===== src/rtl/mfsc_pkg.sv =====
package mfsc_pkg;

  localparam int COORD_BITS = 13;
  localparam int CNT_BITS   = 3;
  localparam int THR_BITS   = 12;
  localparam int DIR_BITS   = 4;
  localparam int CFG_BITS   = 12;
  localparam int DELTA_BITS = COORD_BITS + 1;
  localparam int CMP_BITS   = ((DELTA_BITS > THR_BITS + 1) ? DELTA_BITS : THR_BITS + 1) + 1;

  typedef enum logic [0:0] {
    REG_MOVE_THRESHOLD = 1'b0,
    REG_MIN_FINGERS    = 1'b1
  } cfg_reg_t;

  localparam logic [THR_BITS-1:0] THRESHOLD_RESET   = THR_BITS'(256);
  localparam logic [CNT_BITS-1:0] MIN_FINGERS_RESET = CNT_BITS'(3);

  typedef logic signed [1:0] axis_t;

  function automatic axis_t axis_sign(input logic [COORD_BITS-1:0] from,
                                      input logic [COORD_BITS-1:0] to,
                                      input logic [THR_BITS-1:0] thr);
    logic signed [CMP_BITS-1:0] d;
    logic signed [CMP_BITS-1:0] t;
    axis_t result;
    d = signed'(CMP_BITS'(to)) - signed'(CMP_BITS'(from));
    t = signed'(CMP_BITS'(thr));
    if (d < -t) begin
      result = 2'sb11;
    end else if (d > t) begin
      result = 2'sb01;
    end else begin
      result = 2'sb00;
    end
    return result;
  endfunction

  function automatic logic signed [DIR_BITS-1:0] combine_dir(input axis_t v, input axis_t h);
    logic signed [DIR_BITS-1:0] vv;
    logic signed [DIR_BITS-1:0] hh;
    vv = DIR_BITS'(v);
    hh = DIR_BITS'(h);
    return (vv <<< 1) + vv + hh;
  endfunction

endpackage


===== src/rtl/multi_finger_swipe_classifier.sv =====
// Classifies multi-finger swipes from a stream of touchpad samples. One sample
// transaction is taken per clock cycle while the input is not stalled; the
// gesture state is updated in the same cycle, and a finished gesture appears
// in the output register in the cycle after the sample that ends it. The
// input stalls only if the output register is full and out_stall is high. A
// gesture starts when the finger count reaches min_fingers and rises above the
// tracked count, and ends with one result when the count drops; after that the
// block ignores samples until all fingers lift. The direction is 3*vertical +
// horizontal, where each axis counts only when its delta is strictly beyond
// move_threshold. Configuration writes take effect at the next clock edge.
module multi_finger_swipe_classifier
  import mfsc_pkg::*;
(
  input  logic                       clk,
  input  logic                       rst,
  input  logic                       cfg_write,
  input  logic [0:0]                 cfg_index,
  input  logic [CFG_BITS-1:0]        cfg_data,
  input  logic                       in_valid,
  output logic                       in_stall,
  input  logic [CNT_BITS-1:0]        finger_count,
  input  logic [COORD_BITS-1:0]      pos_x,
  input  logic [COORD_BITS-1:0]      pos_y,
  output logic                       out_valid,
  input  logic                       out_stall,
  output logic [CNT_BITS-1:0]        gesture_fingers,
  output logic signed [DIR_BITS-1:0] direction
);

  logic [THR_BITS-1:0]   move_threshold;
  logic [CNT_BITS-1:0]   min_fingers;
  logic [CNT_BITS-1:0]   tracked_fingers;
  logic [CNT_BITS-1:0]   tracked_fingers_next;
  logic                  wait_for_lift;
  logic                  wait_for_lift_next;
  logic [COORD_BITS-1:0] start_x;
  logic [COORD_BITS-1:0] start_y;
  logic [COORD_BITS-1:0] last_x;
  logic [COORD_BITS-1:0] last_y;
  logic                  in_accept;
  logic                  do_start;
  logic                  do_refresh;
  logic                  emit;
  logic signed [DIR_BITS-1:0] dir_calc;

  assign in_stall  = out_valid && out_stall;
  assign in_accept = in_valid && !in_stall;

  assign do_start   = !wait_for_lift && (finger_count >= min_fingers)
                      && (finger_count > tracked_fingers);
  assign do_refresh = !wait_for_lift && (finger_count >= min_fingers)
                      && (finger_count == tracked_fingers);
  assign emit       = !wait_for_lift && (finger_count < tracked_fingers);
  assign dir_calc   = combine_dir(axis_sign(start_y, last_y, move_threshold),
                                  axis_sign(start_x, last_x, move_threshold));

  always_comb begin
    tracked_fingers_next = tracked_fingers;
    wait_for_lift_next   = wait_for_lift;
    if (do_start) begin
      tracked_fingers_next = finger_count;
    end
    if (emit) begin
      tracked_fingers_next = '0;
      wait_for_lift_next   = 1'b1;
    end
    if (finger_count == '0) begin
      tracked_fingers_next = '0;
      wait_for_lift_next   = 1'b0;
    end
  end

  always_ff @(posedge clk) begin
    if (rst) begin
      move_threshold <= THRESHOLD_RESET;
      min_fingers    <= MIN_FINGERS_RESET;
    end else if (cfg_write) begin
      unique case (cfg_reg_t'(cfg_index))
        REG_MOVE_THRESHOLD: move_threshold <= cfg_data[THR_BITS-1:0];
        REG_MIN_FINGERS:    min_fingers    <= cfg_data[CNT_BITS-1:0];
        default:            ;
      endcase
    end
  end

  always_ff @(posedge clk) begin
    if (rst) begin
      tracked_fingers <= '0;
      wait_for_lift   <= 1'b0;
    end else if (in_accept) begin
      tracked_fingers <= tracked_fingers_next;
      wait_for_lift   <= wait_for_lift_next;
    end
  end

  always_ff @(posedge clk) begin
    if (in_accept && (do_start || do_refresh)) begin
      last_x <= pos_x;
      last_y <= pos_y;
    end
    if (in_accept && do_start) begin
      start_x <= pos_x;
      start_y <= pos_y;
    end
  end

  always_ff @(posedge clk) begin
    if (rst) begin
      out_valid <= 1'b0;
    end else if (in_accept && emit) begin
      out_valid <= 1'b1;
    end else if (!out_stall) begin
      out_valid <= 1'b0;
    end
  end

  always_ff @(posedge clk) begin
    if (in_accept && emit) begin
      gesture_fingers <= tracked_fingers;
      direction       <= dir_calc;
    end
  end

  a_lock_clears_track: assert property (@(posedge clk) disable iff (rst)
    wait_for_lift |-> tracked_fingers == '0)
    else $error("Tracked count is nonzero while locked.");

  a_emit_sets_output: assert property (@(posedge clk) disable iff (rst)
    (in_accept && emit) |=> out_valid && (wait_for_lift == ($past(finger_count) != '0)))
    else $error("Finished gesture did not reach the output register.");

  a_stall_only_when_full: assert property (@(posedge clk) disable iff (rst)
    in_stall |-> out_valid)
    else $error("Input stalled with an empty output register.");

  a_emit_nonzero: assert property (@(posedge clk) disable iff (rst)
    (in_accept && emit) |=> gesture_fingers != '0)
    else $error("Result carries a zero finger count.");

endmodule


===== config.mk =====
export PLATFORM = sky130hd
export DESIGN_NAME = multi_finger_swipe_classifier
export DESIGN_NICKNAME = d
export VERILOG_FILES = /design/src/rtl/mfsc_pkg.sv /design/src/rtl/multi_finger_swipe_classifier.sv
export SDC_FILE = /design/constraint.sdc
export NUM_CORES = 1
export LEC_CHECK = 0
export ABC_CLOCK_PERIOD_IN_PS = 6200
export BUFFER_PORTS_ARGS = -buffer_cell sky130_fd_sc_hd__buf_2
export CAP_MARGIN = 20
export CORE_ASPECT_RATIO = 1.75
export CORE_MARGIN = 8
export CORE_UTILIZATION = 55
export DETAILED_ROUTE_END_ITERATION = 12
export HOLD_SLACK_MARGIN = 0.06
export PLACE_DENSITY = 0.79
export REMOVE_ABC_BUFFERS = 1
export SETUP_SLACK_MARGIN = 0.2
export SLEW_MARGIN = 20
export SYNTH_ARGS = -nofsm -noshare
export SYNTH_HDL_FRONTEND = slang
export SYNTH_SLANG_ARGS = --single-unit

===== constraint.sdc =====
create_clock -name clk -period 6.2 [get_ports clk]
set_input_delay 1.55 -clock clk [delete_from_list [all_inputs] [get_ports clk]]
set_output_delay 1.55 -clock clk [all_outputs]
set_load 0.05 [all_outputs]

==> results of run 1 <==
cell type report:
type / instances / share of cell area
inverter: 58 / 0.0350
sequential: 79 / 0.349
timing repair buffer: 57 / 0.0466
tap: 125 / 0.0251
multi-input combinational: 398 / 0.490
clock inverter: 6 / 0.0145
clock buffer: 10 / 0.0402
metal layers:
| layer | part of all wire | GRT usage | up-vias |
|---|---|---|---|
| met3 | 0.019 | 0.0330 | 30 |
| li1 | - | - | 2110 |
| met5 | 0 | 0 | - |
| met2 | 0.57 | 0.374 | 69 |
| met4 | 0.038 | 0.0899 | 0 |
| met1 | 0.37 | 0.170 | 2014 |
cells by family (layout without fill, tap and decap cells):
logic type,after synthesis,count (layout),synth area share
flip-flops,79,79,0.399
buffers and inverters,62,131,0.0430
AND/OR/NAND/NOR,142,142,0.125
XOR/XNOR,28,28,0.0451
AO/OA/AOI/OAI,137,137,0.175
adder cells (fa/ha/maj),91,91,0.213
registers in the layout, summed over array words and instances, names as in the netlist:
| register | flops |
|---|---|
| direction | 4 |
| gesture_fingers | 3 |
| last_x | 13 |
| last_y | 13 |
| min_fingers | 3 |
| move_threshold | 12 |
| out_valid | 1 |
| start_x | 13 |
| start_y | 13 |
| tracked_fingers | 3 |
| wait_for_lift | 1 |
where the power goes:
| group | internal, W | leakage [nW] | total, W | switching (W) |
|---|---|---|---|---|
| Combinational | 0.000271 | 1.81 | 0.000647 | 0.000376 |
| Clock | 0.000378 | 0.164 | 0.000592 | 0.000214 |
| Sequential | 0.000626 | 0.710 | 0.000643 | 0.0000170 |
| Total | 0.00128 | 2.68 | 0.00188 | 0.000607 |
worst register-to-register path, cell delays in order, from the launching register on:
cell	delay, ps
sky130_fd_sc_hd__edfxtp_1	370
sky130_fd_sc_hd__ha_1	250
sky130_fd_sc_hd__fa_1	410
sky130_fd_sc_hd__nor2b_1	210
sky130_fd_sc_hd__o31ai_2	120
sky130_fd_sc_hd__a21boi_2	250
sky130_fd_sc_hd__a21o_1	150
sky130_fd_sc_hd__a21oi_1	70
sky130_fd_sc_hd__xnor2_1	230
sky130_fd_sc_hd__ha_1	290
sky130_fd_sc_hd__a21oi_1	140
sky130_fd_sc_hd__o21ai_0	90
sky130_fd_sc_hd__a21o_1	180
sky130_fd_sc_hd__a211oi_1	390
sky130_fd_sc_hd__a211oi_2	130
sky130_fd_sc_hd__ha_1	310
sky130_fd_sc_hd__ha_1	210
sky130_fd_sc_hd__fa_1	370
sky130_fd_sc_hd__xor2_1	180
sky130_fd_sc_hd__xnor2_1	150
path summary, 6_finish.rpt:
kind	slack, ps	start	depth (start not counted)	endpoint
worst max register to register	1430	start_y[0]	19	direction[3]
worst min-delay path	460	move_threshold[9]	2	move_threshold[9]
worst max-delay path	1430	start_y[0]	19	direction[3]
worst min register to register	460	move_threshold[9]	2	move_threshold[9]
cells in the final DEF, fill, tap and decap left out, drive strengths merged, types with 4 or more instances in the layout:
cell,n
ha,88
edfxtp,59
inv,59
buf,57
nand2,50
a21oi,44
nor2,33
xnor2,25
dfxtp,20
o21ai,19
o21a,11
clkbuf,10
a21o,9
nor4,9
nand2b,9
a211oi,9
nor2b,8
nand4,7
nand3,7
a211o,6
o211ai,6
and3,5
nor3,5
a21boi,5
a31oi,4
metrics by stage:
stage	area (um2)	hold slack, ps	total power, W	worst slack [ps]	utilization
after floorplan	5430	430	0.00112	1490	-
after global placement	5880	444	0.00127	1610	0.604
after detailed placement	5880	451	0.00129	1490	0.604
after CTS	6220	459	0.00189	1460	0.639
after global routing	6230	479	0.00199	1170	0.640
final	6230	457	0.00188	1430	0.640
==> summary.txt, run 1 <==
Run
  • Number of maximum-capacitance violations: 0

Status
  • Result of the run: completed

STA
  • Ratio of final minimum period to clock period: 0.770
  • Number of failing hold endpoints at the final stage: 0
  • Unrepaired setup endpoints after global routing: false
  • Measured slew at the worst slew-check pin: 986 ps
  • Final-report setup violation count: 0
  • FMAX: 210 MHz
  • TNS Setup: 0 ps
  • Slew HR: 0.342
  • Fin. max-slew vios: 0
  • Worst-case clock skew: 4.62 ps
  • Time the final worst path needs with I/O delays and setup: 4770 ps

Place
  • Buffers added on ports: 55
  • Total placed cells including tap cells: 717
  • Post-detail-place hpwl: 9.74 mm
  • Placer congestion estimate: between 0.8 and 0.9

Global routing
  • Wire length of the first global-routing pass: between 20 and 25 mm
  • GRT Resource Usage Total: 0.186
  • Largest net degree at the start of global routing: 27
  • Number of global-route vias before repair: 4,458
  • Sum of overflow across all layers after global routing: 0
  • Number of antenna violations at the first check in global routing: 0

Setup path
  • Cell Chain, Critical Path: ha_1 -> fa_1 -> nor2b_1 -> o31ai_2 -> a21boi_2 -> a21o_1 -> a21oi_1 -> xnor2_1 -> ha_1 -> a21oi_1 -> o21ai_0 -> a21o_1 -> a211oi_1 -> a211oi_2 -> ha_1 -> ha_1 -> fa_1 -> xor2_1 -> xnor2_1
  • Cell type with the highest occurrence count on the critical path: sky130_fd_sc_hd__ha_1
  • Kind of end point of the critical path: register
  • Crit-path slowest cell: sky130_fd_sc_hd__fa_1
  • Worst path bufs/invs: 0
  • Required @ worst endpoint: 6290 ps
  • Slowest Stage Delay on Critical Path: 410 ps
  • Cell family with most CP delay: adder cells
  • Crit path launch type: register
  • Largest fanout on the critical path: 3
  • Arrival time of the worst setup path: 4860 ps
  • Kind of critical path: reg2reg

Clock network
  • Clock edge transition at the registers on the reported setup and hold paths: 60 ps
  • Clock tree from TritonCTS: yes
  • Number of CTS-inserted buffers: 9
  • Num Clock Sinks: 79
  • PostCTS Resize Cnt: 0
  • Hold_buf cts: 0
  • Post-CTS setup buffers: 0
  • Clock buffer depth: 2
  • H-Tree Level Count: 3
  • CTS Root Buffer Type: sky130_fd_sc_hd__clkbuf_16
  • Clock latency reported for the late side of the worst-skew pair: 340 ps

Route
  • WL/cell: 16.6 um
  • Violation count after the first detailed-route iteration: 182
  • Detailed-routing iteration count for the pre-antenna-repair pass: 4
  • Final WL: about 12 mm
  • DRC: 0
  • Count of vias placed by the detailed router: 4,223
  • Post-route ant nets: 0
  • Vias per cell: 5.76

Die
  • # IOs: 56
  • Floorplan die height: 148 um
  • Core Footprint: 9730 um2
  • Initial Utilization: 0.559
  • Die width: just over 90 um
  • # rows: between 40 and 50
  • Die outline area: 13,500 um2

Logic synthesis
  • Yosys top cell area share: 0.326
  • Number of synthesis warnings: 0
  • Number of enable-type register cells in the synthesized netlist: 59
  • Cell area after technology mapping: 5440 um2
  • Most repeated cell in the gate-level netlist after synthesis: sky130_fd_sc_hd__ha_1
  • Main synth FF type: sky130_fd_sc_hd__edfxtp_1
  • Synthesis-stage register bit count: between 70 and 80
  • Post-synthesis async set-or-reset flop share: 0
  • Sequential area share after synthesis: 0.399
  • Synth cell types: between 50 and 60
  • Cell type contributing the most total cell area after synthesis: sky130_fd_sc_hd__edfxtp_1
  • Post-synth top cells: sky130_fd_sc_hd__ha_1, sky130_fd_sc_hd__edfxtp_1, sky130_fd_sc_hd__inv_1
  • Leading post-synthesis cells by cell area: sky130_fd_sc_hd__edfxtp_1, sky130_fd_sc_hd__ha_1, sky130_fd_sc_hd__dfxtp_1
  • Number of instances in the synthesized netlist: 539
  • Mean Syn Cell Area: 10.1 um2

Final layout
  • Post-route insts no fill: between 700 and 800
  • Diode insertion count for antenna repair: 0
  • Sequential cell area: 2170 um2
  • Number of fill cells: 815
  • Multi-input combinational cell area: 3050 um2
  • Synth-to-Final Area Change: 14.4%
  • Total number of nets in the final design: 741
  • Share of post-route cells with drive strength above 1: 0.141

Power
  • Maximum VDD drop: 0.183 mV
  • Total power per unit cell area: 302 nW/um2
  • Standby leakage power: around 2.7 nW

Worst hold path
  • Class of the worst hold path: reg2reg
Power figures use the tool's default switching activity.
==> inputs of run 2 (changes only) <==
--- a/config.mk
+++ b/config.mk
@@ -5,7 +5,8 @@
 export SDC_FILE = /design/constraint.sdc
 export NUM_CORES = 1
 export LEC_CHECK = 0
-export ABC_CLOCK_PERIOD_IN_PS = 6200
+export ABC_AREA = 1
+export ABC_CLOCK_PERIOD_IN_PS = 4700
 export BUFFER_PORTS_ARGS = -buffer_cell sky130_fd_sc_hd__buf_2
 export CAP_MARGIN = 20
 export CORE_ASPECT_RATIO = 1.75
==> constraint.sdc (replaced) <==
create_clock -name clk -period 4.7 [get_ports clk]
set_input_delay 1.175 -clock clk [delete_from_list [all_inputs] [get_ports clk]]
set_output_delay 1.175 -clock clk [all_outputs]
set_load 0.05 [all_outputs]
==> run 2 against run 1 <==
  * Fmax increased by 13%
  * Global-route usage decreased by 0.83 points
  * Count of clock-buffer cells in the layout decreased by 1
  * Non-clock buffer count unchanged
  * Critical path depth increased by 6
  * Highest routed layer unchanged
  * Worst hold slack improved by 18 ps
  * Cell area increased by 3.2%
==> summary.txt, run 2 <==
Worst hold path
  • Class of the worst hold path: reg2reg
  • Worst Hold Path EP: gesture_fingers[1]
  • Startpoint of the most critical hold path: tracked_fingers[1]
  • Cell depth of the worst hold path: 0

Logic synthesis
  • Synthesis-stage register bit count: 79
  • Cell type contributing the most total cell area after synthesis: sky130_fd_sc_hd__edfxtp_1
  • Number of enable-type register cells in the synthesized netlist: between 50 and 60
  • Post-synthesis async set-or-reset flop share: 0
  • Synth cell types: 35
  • Yosys top cell area share: 0.316
  • Most repeated cell in the gate-level netlist after synthesis: sky130_fd_sc_hd__nand2_1
  • Sequential area share after synthesis: 0.388
  • Number of instances in the synthesized netlist: 645
  • Number of synthesis warnings: 0
  • Post-synth top cells: sky130_fd_sc_hd__nand2_1, sky130_fd_sc_hd__inv_1, sky130_fd_sc_hd__ha_1
  • Leading post-synthesis cells by cell area: sky130_fd_sc_hd__edfxtp_1, sky130_fd_sc_hd__ha_1, sky130_fd_sc_hd__nand2_1
  • Mean Syn Cell Area: between 8 and 9 um2
  • Main synth FF type: sky130_fd_sc_hd__edfxtp_1
  • Cell area after technology mapping: 5610 um2

Final layout
  • Number of fill cells: ~850
  • Most common library cell in the layout ignoring fill and taps: sky130_fd_sc_hd__nand2_1
  • Most frequent cells in the layout: sky130_fd_sc_hd__nand2_1, sky130_fd_sc_hd__inv_1, sky130_fd_sc_hd__ha_1
  • Share of post-route cells with drive strength above 1: 0.143
  • Diode insertion count for antenna repair: 0
  • Multi-input combinational cell area: just over 3000 um2
  • Total number of nets in the final design: 848
  • Sequential cell area: around 2200 um2
  • Fraction of the core area covered by cells at the end of the flow: 0.635
  • Final instance area: ~6400 um2
  • Synth-to-Final Area Change: 14.6%

Die
  • Initial Utilization: 0.554
  • # IOs: 56
  • Core Footprint: slightly above 10,000 um2
  • Die outline area: 13,800 um2
  • Die width: around 90 um
  • Floorplan die height: 150 um
  • # rows: 49

Setup path
  • Kind of end point of the critical path: register
  • Kind of critical path: reg2reg
  • Worst r2r dst: direction[3]
  • Slack of the worst reg-to-reg path: slightly below 500 ps
  • Arrival time of the worst setup path: roughly 4300 ps
  • Largest fanout on the critical path: 4
  • Required @ worst endpoint: 4810 ps
  • Number of cells on the worst reg-to-reg path: 25
  • Worst reg2reg startpoint: start_y[0]
  • Crit path launch type: register

Power
  • Standby leakage power: 3.19 nW
  • Maximum VDD drop: 0.252 mV
  • Total design power: 0.00259 W
  • Total power per unit cell area: 404 nW/um2

Route
  • Final WL: 11.6 mm
  • Highest routing layer actually used: met4
  • Met2 layer wire length in the routed design: 6.35 mm
  • DRC: 0
  • Vias per cell: 5.34
  • Post-route ant nets: 0
  • Met3 layer wire length in the routed design: 423 um
  • Violation count after the first detailed-route iteration: 198
  • Count of vias placed by the detailed router: 4,498
  • WL/cell: 13.8 um
  • Detailed-routing iteration count for the pre-antenna-repair pass: 4
  • Metal-1 WL: about 4.5 mm

Clock network
  • Clock buffer depth: 2
  • Post-CTS setup buffers: 0
  • Num Clock Sinks: a little under 80
  • Clock latency reported for the late side of the worst-skew pair: 350 ps
  • Number of CTS-inserted buffers: 9
  • Clock tree from TritonCTS: yes
  • H-Tree Level Count: 3
  • Clock edge transition at the registers on the reported setup and hold paths: 60 ps
  • CTS Root Buffer Type: sky130_fd_sc_hd__clkbuf_16

STA
  • Measured slew at the worst slew-check pin: around 770 ps
  • Final-report setup violation count: 0
  • Fin. max-slew vios: 0
  • Ratio of final minimum period to clock period: 0.897
  • FMAX: between 200 and 250 MHz
  • Slew HR: 0.483
  • Worst-case clock skew: 6.46 ps
  • Time the final worst path needs with I/O delays and setup: 4220 ps
  • Unrepaired setup endpoints after global routing: false
  • Number of failing hold endpoints at the final stage: 0
  • TNS Setup: 0 ps

Global routing
  • Largest net degree at the start of global routing: 27
  • Wire length of the first global-routing pass: 19.6 mm
  • Sum of overflow across all layers after global routing: 0
  • GRT Resource Usage Total: 0.178
  • Number of antenna violations at the first check in global routing: 0
  • Number of global-route vias before repair: between 4,000 and 5,000

Place
  • Placed Area: a little over 6000 um2
  • Buffers added on ports: 55
  • Post-detail-place hpwl: 9.38 mm
  • Placer congestion estimate: 0.858

Status
  • Result of the run: completed

Run
  • Number of maximum-capacitance violations: 0
## run 2: cell count changes after synthesis, sizes merged, moves of 12 or more
cell	previous run	this run
nand2	50	131
inv	58	117
nand3	7	40
xnor2	25	7
xor2	3	21
a21oi	44	56
## run 2: cell type report
type,instances,share of cell area
clock inverters,7,0.0158
multi-input cells,446,0.473
inverters,117,0.0684
repair buffers,57,0.0452
clock buffers,9,0.0351
well taps,127,0.0247
flip-flops and latches,79,0.338
## run 2: stage by stage
| step | hold slack [ps] | cells | setup slack [ps] |
|---|---|---|---|
| floorplan | 431 | 642 | 532 |
| global placement | 457 | 826 | 519 |
| detailed placement | 461 | 826 | 371 |
| CTS | 477 | 842 | 329 |
| global route | 478 | 842 | 208 |
| finish | 475 | 842 | 483 |
## run 2: metal layers
metal | vias up | track usage
li1 | 2293 | -
met1 | 2069 | 0.175
met2 | 102 | 0.335
met3 | 34 | 0.0412
met4 | 0 | 0.0908
met5 | - | 0
## run 2: timing repair
action,4_1_cts,5_1_grt
hold buffers,0,0
gates resized for setup,0,11
setup endpoints to repair,0,1
## run 2: how the worst max path moves through the flow
stage	slack (ps)	from	to
final	480	start_y[0]	direction[3]
after global routing	210	start_y[0]	direction[3]
after CTS	330	start_y[0]	direction[3]
after detailed placement	370	start_y[0]	direction[3]
after global placement	520	start_y[0]	direction[3]
after floorplan	530	finger_count[2]	last_x[0]
## run 2: power by group
part           switching, W  internal, W  total, W
registers         0.0000240     0.000833  0.000857
logic              0.000601     0.000368  0.000969
clock network      0.000297     0.000471  0.000768
## run 2: cells by family (layout without fill, tap and decap cells)
| family | Yosys count | after routing | share of synthesized area |
|---|---|---|---|
| and+or+nand+nor | 225 | 225 | 0.181 |
| buffers and inverters | 120 | 190 | 0.0804 |
| AOI/OAI and AO/OA | 102 | 102 | 0.100 |
| adders and majority gates | 91 | 91 | 0.207 |
| DFF | 79 | 79 | 0.387 |
| xor gates and xnor gates | 28 | 28 | 0.0438 |
## run 2: critical path, cell delays in order (launching register included)
cell and delay, ps:
sky130_fd_sc_hd__edfxtp_1 370, sky130_fd_sc_hd__ha_2 210, sky130_fd_sc_hd__fa_2 350, sky130_fd_sc_hd__nand3b_1 190, sky130_fd_sc_hd__nand2_2 120, sky130_fd_sc_hd__a21boi_1 110, sky130_fd_sc_hd__o21ai_2 190, sky130_fd_sc_hd__nand3_2 90
sky130_fd_sc_hd__nand3_1 70, sky130_fd_sc_hd__nand2_1 90, sky130_fd_sc_hd__ha_1 320, sky130_fd_sc_hd__nand2_1 90, sky130_fd_sc_hd__inv_1 50, sky130_fd_sc_hd__nand2_1 60, sky130_fd_sc_hd__nand2_1 60, sky130_fd_sc_hd__a21oi_2 140
sky130_fd_sc_hd__nand3_1 130, sky130_fd_sc_hd__nand2_2 110, sky130_fd_sc_hd__nor2_1 60, sky130_fd_sc_hd__ha_1 310, sky130_fd_sc_hd__ha_1 220, sky130_fd_sc_hd__fa_2 340, sky130_fd_sc_hd__inv_1 60, sky130_fd_sc_hd__nand3_1 90
sky130_fd_sc_hd__nand3_1 100, sky130_fd_sc_hd__nand2_1 60
==> inputs of run 3 (changes only) <==
--- a/config.mk
+++ b/config.mk
@@ -11,10 +11,10 @@
 export CAP_MARGIN = 20
 export CORE_ASPECT_RATIO = 1.75
 export CORE_MARGIN = 8
-export CORE_UTILIZATION = 55
+export CORE_UTILIZATION = 60
 export DETAILED_ROUTE_END_ITERATION = 12
 export HOLD_SLACK_MARGIN = 0.06
-export PLACE_DENSITY = 0.79
+export PLACE_DENSITY_LB_ADDON = 0.3
 export REMOVE_ABC_BUFFERS = 1
 export SETUP_SLACK_MARGIN = 0.2
 export SLEW_MARGIN = 20
==> run 3 against run 2 <==
  * Fmax fell by 1.1%
  * Die area shrank 7.2%
  * Largest power group unchanged
  * Critical path depth increased by 2
  * Worst hold slack worse by 6.4 ps
  * Cell area is 0.62% higher
==> summary.txt, run 3 (synthesized netlist as in run 2, its figures left out) <==
Status
  • Result of the run: completed

Final layout
  • Diode insertion count for antenna repair: 0
  • Most common library cell in the layout ignoring fill and taps: sky130_fd_sc_hd__nand2_1
  • Final instance area: 6460 um2
  • Total number of nets in the final design: 850
  • Share of post-route cells with drive strength above 1: 0.155
  • Synth-to-Final Area Change: 15.3%
  • Most frequent cells in the layout: sky130_fd_sc_hd__nand2_1, sky130_fd_sc_hd__inv_1, sky130_fd_sc_hd__ha_1

Route
  • Met2 layer wire length in the routed design: between 6 and 7 mm
  • WL/cell: 14.6 um
  • Final WL: around 12 mm
  • Detailed-routing iteration count for the pre-antenna-repair pass: 5
  • Metal-1 WL: 4.61 mm
  • Violation count after the first detailed-route iteration: 188
  • DRC: 0
  • Vias per cell: around 5.5
  • Count of vias placed by the detailed router: 4,565
  • Met3 layer wire length in the routed design: 592 um
  • Highest routing layer actually used: met4
  • Post-route ant nets: 0

STA
  • Ratio of final minimum period to clock period: 0.907
  • Time the final worst path needs with I/O delays and setup: 4260 ps
  • Worst-case clock skew: 7.82 ps
  • Final setup slack of the worst path: 438 ps
  • Slew HR: 0.458
  • Final-report setup violation count: 0
  • Fin. max-slew vios: 0
  • TNS Setup: 0 ps
  • Measured slew at the worst slew-check pin: 810 ps
  • Final hold slack: 469 ps
  • Unrepaired setup endpoints after global routing: false
  • FMAX: 235 MHz
  • Number of failing hold endpoints at the final stage: 0

Power
  • Standby leakage power: approximately 3.2 nW
  • Maximum VDD drop: ~0.29 mV
  • Clock Power Share: 0.292
  • Portion of total power attributed to sequential cells: 0.329
  • Proportion of total power due to net switching: 0.353
  • Total power per unit cell area: 404 nW/um2
  • Combinational group share of total power: 0.379
  • Pint: 0.00169 W
  • Switch Pwr: 0.000922 W

Die
  • Core Footprint: 9090 um2
  • Die width: 89.1 um
  • Floorplan die height: roughly 140 um
  • Die outline area: 12,800 um2
  • Initial Utilization: 0.616
  • # rows: 46
  • # IOs: 56

Clock network
  • Clock latency reported for the late side of the worst-skew pair: 340 ps
  • Num Clock Sinks: 79
  • H-Tree Level Count: 3
  • Clock buffer depth: 2
  • CTS Root Buffer Type: sky130_fd_sc_hd__clkbuf_16
  • Clock edge transition at the registers on the reported setup and hold paths: 60 ps
  • Clock tree from TritonCTS: yes
  • Number of CTS-inserted buffers: 9

Global routing
  • Number of antenna violations at the first check in global routing: 0
  • Number of global-route vias before repair: slightly below 5,000
  • Sum of overflow across all layers after global routing: 0
  • Wire length of the first global-routing pass: 20.4 mm
  • GRT Resource Usage Total: 0.203
  • Largest net degree at the start of global routing: 27

Place
  • Post-detail-place hpwl: 9.55 mm
  • Placer congestion estimate: 0.929
  • Buffers added on ports: 55
  • Placed Area: 6050 um2
  • Post-place setup slack: 276 ps

Setup path
  • Kind of critical path: reg2reg
  • Largest fanout on the critical path: 4
  • Arrival time of the worst setup path: 4350 ps
  • Crit path launch type: register
  • Required @ worst endpoint: roughly 4800 ps
  • Kind of end point of the critical path: register

Run
  • Number of maximum-capacitance violations: 0

Worst hold path
  • Class of the worst hold path: reg2reg
## run 3: metrics by stage
stage | std cells | util | total power, W
after floorplan | 642 | - | 0.00158
after CTS | 836 | 0.702 | 0.00259
after global placement | 819 | 0.665 | 0.00176
after detailed placement | 819 | 0.665 | 0.00181
final | 837 | 0.711 | 0.00261
after global routing | 837 | 0.711 | 0.00279
## run 3: area by class of cell
class / instances / area [um2]
clock buffers: 10 / 239
well taps: 120 / 150
repair buffers: 59 / 305
flip-flops and latches: 79 / 2170
clock inverters: 6 / 90.1
multi-input cells: 446 / 3070
inverters: 117 / 439
fillers: 720 / 2630
## run 3: worst paths after layout
kind	start	end	slack [ps]	cells after the start
hold / removal	tracked_fingers[2]	gesture_fingers[2]	470	0
hold reg to reg	tracked_fingers[2]	gesture_fingers[2]	470	0
setup reg to reg	start_y[0]	direction[3]	440	27
setup / recovery	start_y[0]	direction[3]	440	27
## run 3: what timing repair did
action	CTS	global route
endpoints found under the setup margin	1	2
hold endpoints to repair	0	0
gates resized for setup	0	18
hold buffers	0	0
setup buffers	1	1
pin swaps	1	5
## run 3: per-layer routing
metal  GRT usage  vias to the layer above
li1            -                     2293
met1       0.207                     2110
met2       0.365                      129
met3      0.0395                       33
met4       0.124                        0
met5           0                        -
## run 3: power by group through the flow
stage	sequential, W	combinational, W	clock [W]
after CTS	0.000858	0.000959	0.000773
after floorplan	0.000901	0.000678	0
after global routing	0.000863	0.00113	0.000800
after detailed placement	0.000873	0.000942	0
final	0.000857	0.000989	0.000763
after global placement	0.000869	0.000889	0
## run 3: worst max-delay path: stages, from the launching register on
cell and delay, ps:
sky130_fd_sc_hd__edfxtp_1 370, sky130_fd_sc_hd__ha_2 220, sky130_fd_sc_hd__fa_2 350, sky130_fd_sc_hd__nand3b_1 220
sky130_fd_sc_hd__nand2_2 130, sky130_fd_sc_hd__a21boi_2 80, sky130_fd_sc_hd__o21ai_2 140, sky130_fd_sc_hd__nand3_1 130
sky130_fd_sc_hd__nand2_1 80, sky130_fd_sc_hd__nand2_1 60, sky130_fd_sc_hd__nand2_2 120, sky130_fd_sc_hd__ha_4 220
sky130_fd_sc_hd__nand2_1 80, sky130_fd_sc_hd__inv_1 50, sky130_fd_sc_hd__nand2_1 60, sky130_fd_sc_hd__nand2_1 60
sky130_fd_sc_hd__a21oi_2 170, sky130_fd_sc_hd__nand2_1 90, sky130_fd_sc_hd__nand2_2 100, sky130_fd_sc_hd__nand2_2 90
sky130_fd_sc_hd__nor2_2 110, sky130_fd_sc_hd__ha_1 240, sky130_fd_sc_hd__ha_1 210, sky130_fd_sc_hd__fa_2 340
sky130_fd_sc_hd__inv_1 80, sky130_fd_sc_hd__nand3_2 80, sky130_fd_sc_hd__nand3_1 90, sky130_fd_sc_hd__nand2_1 60
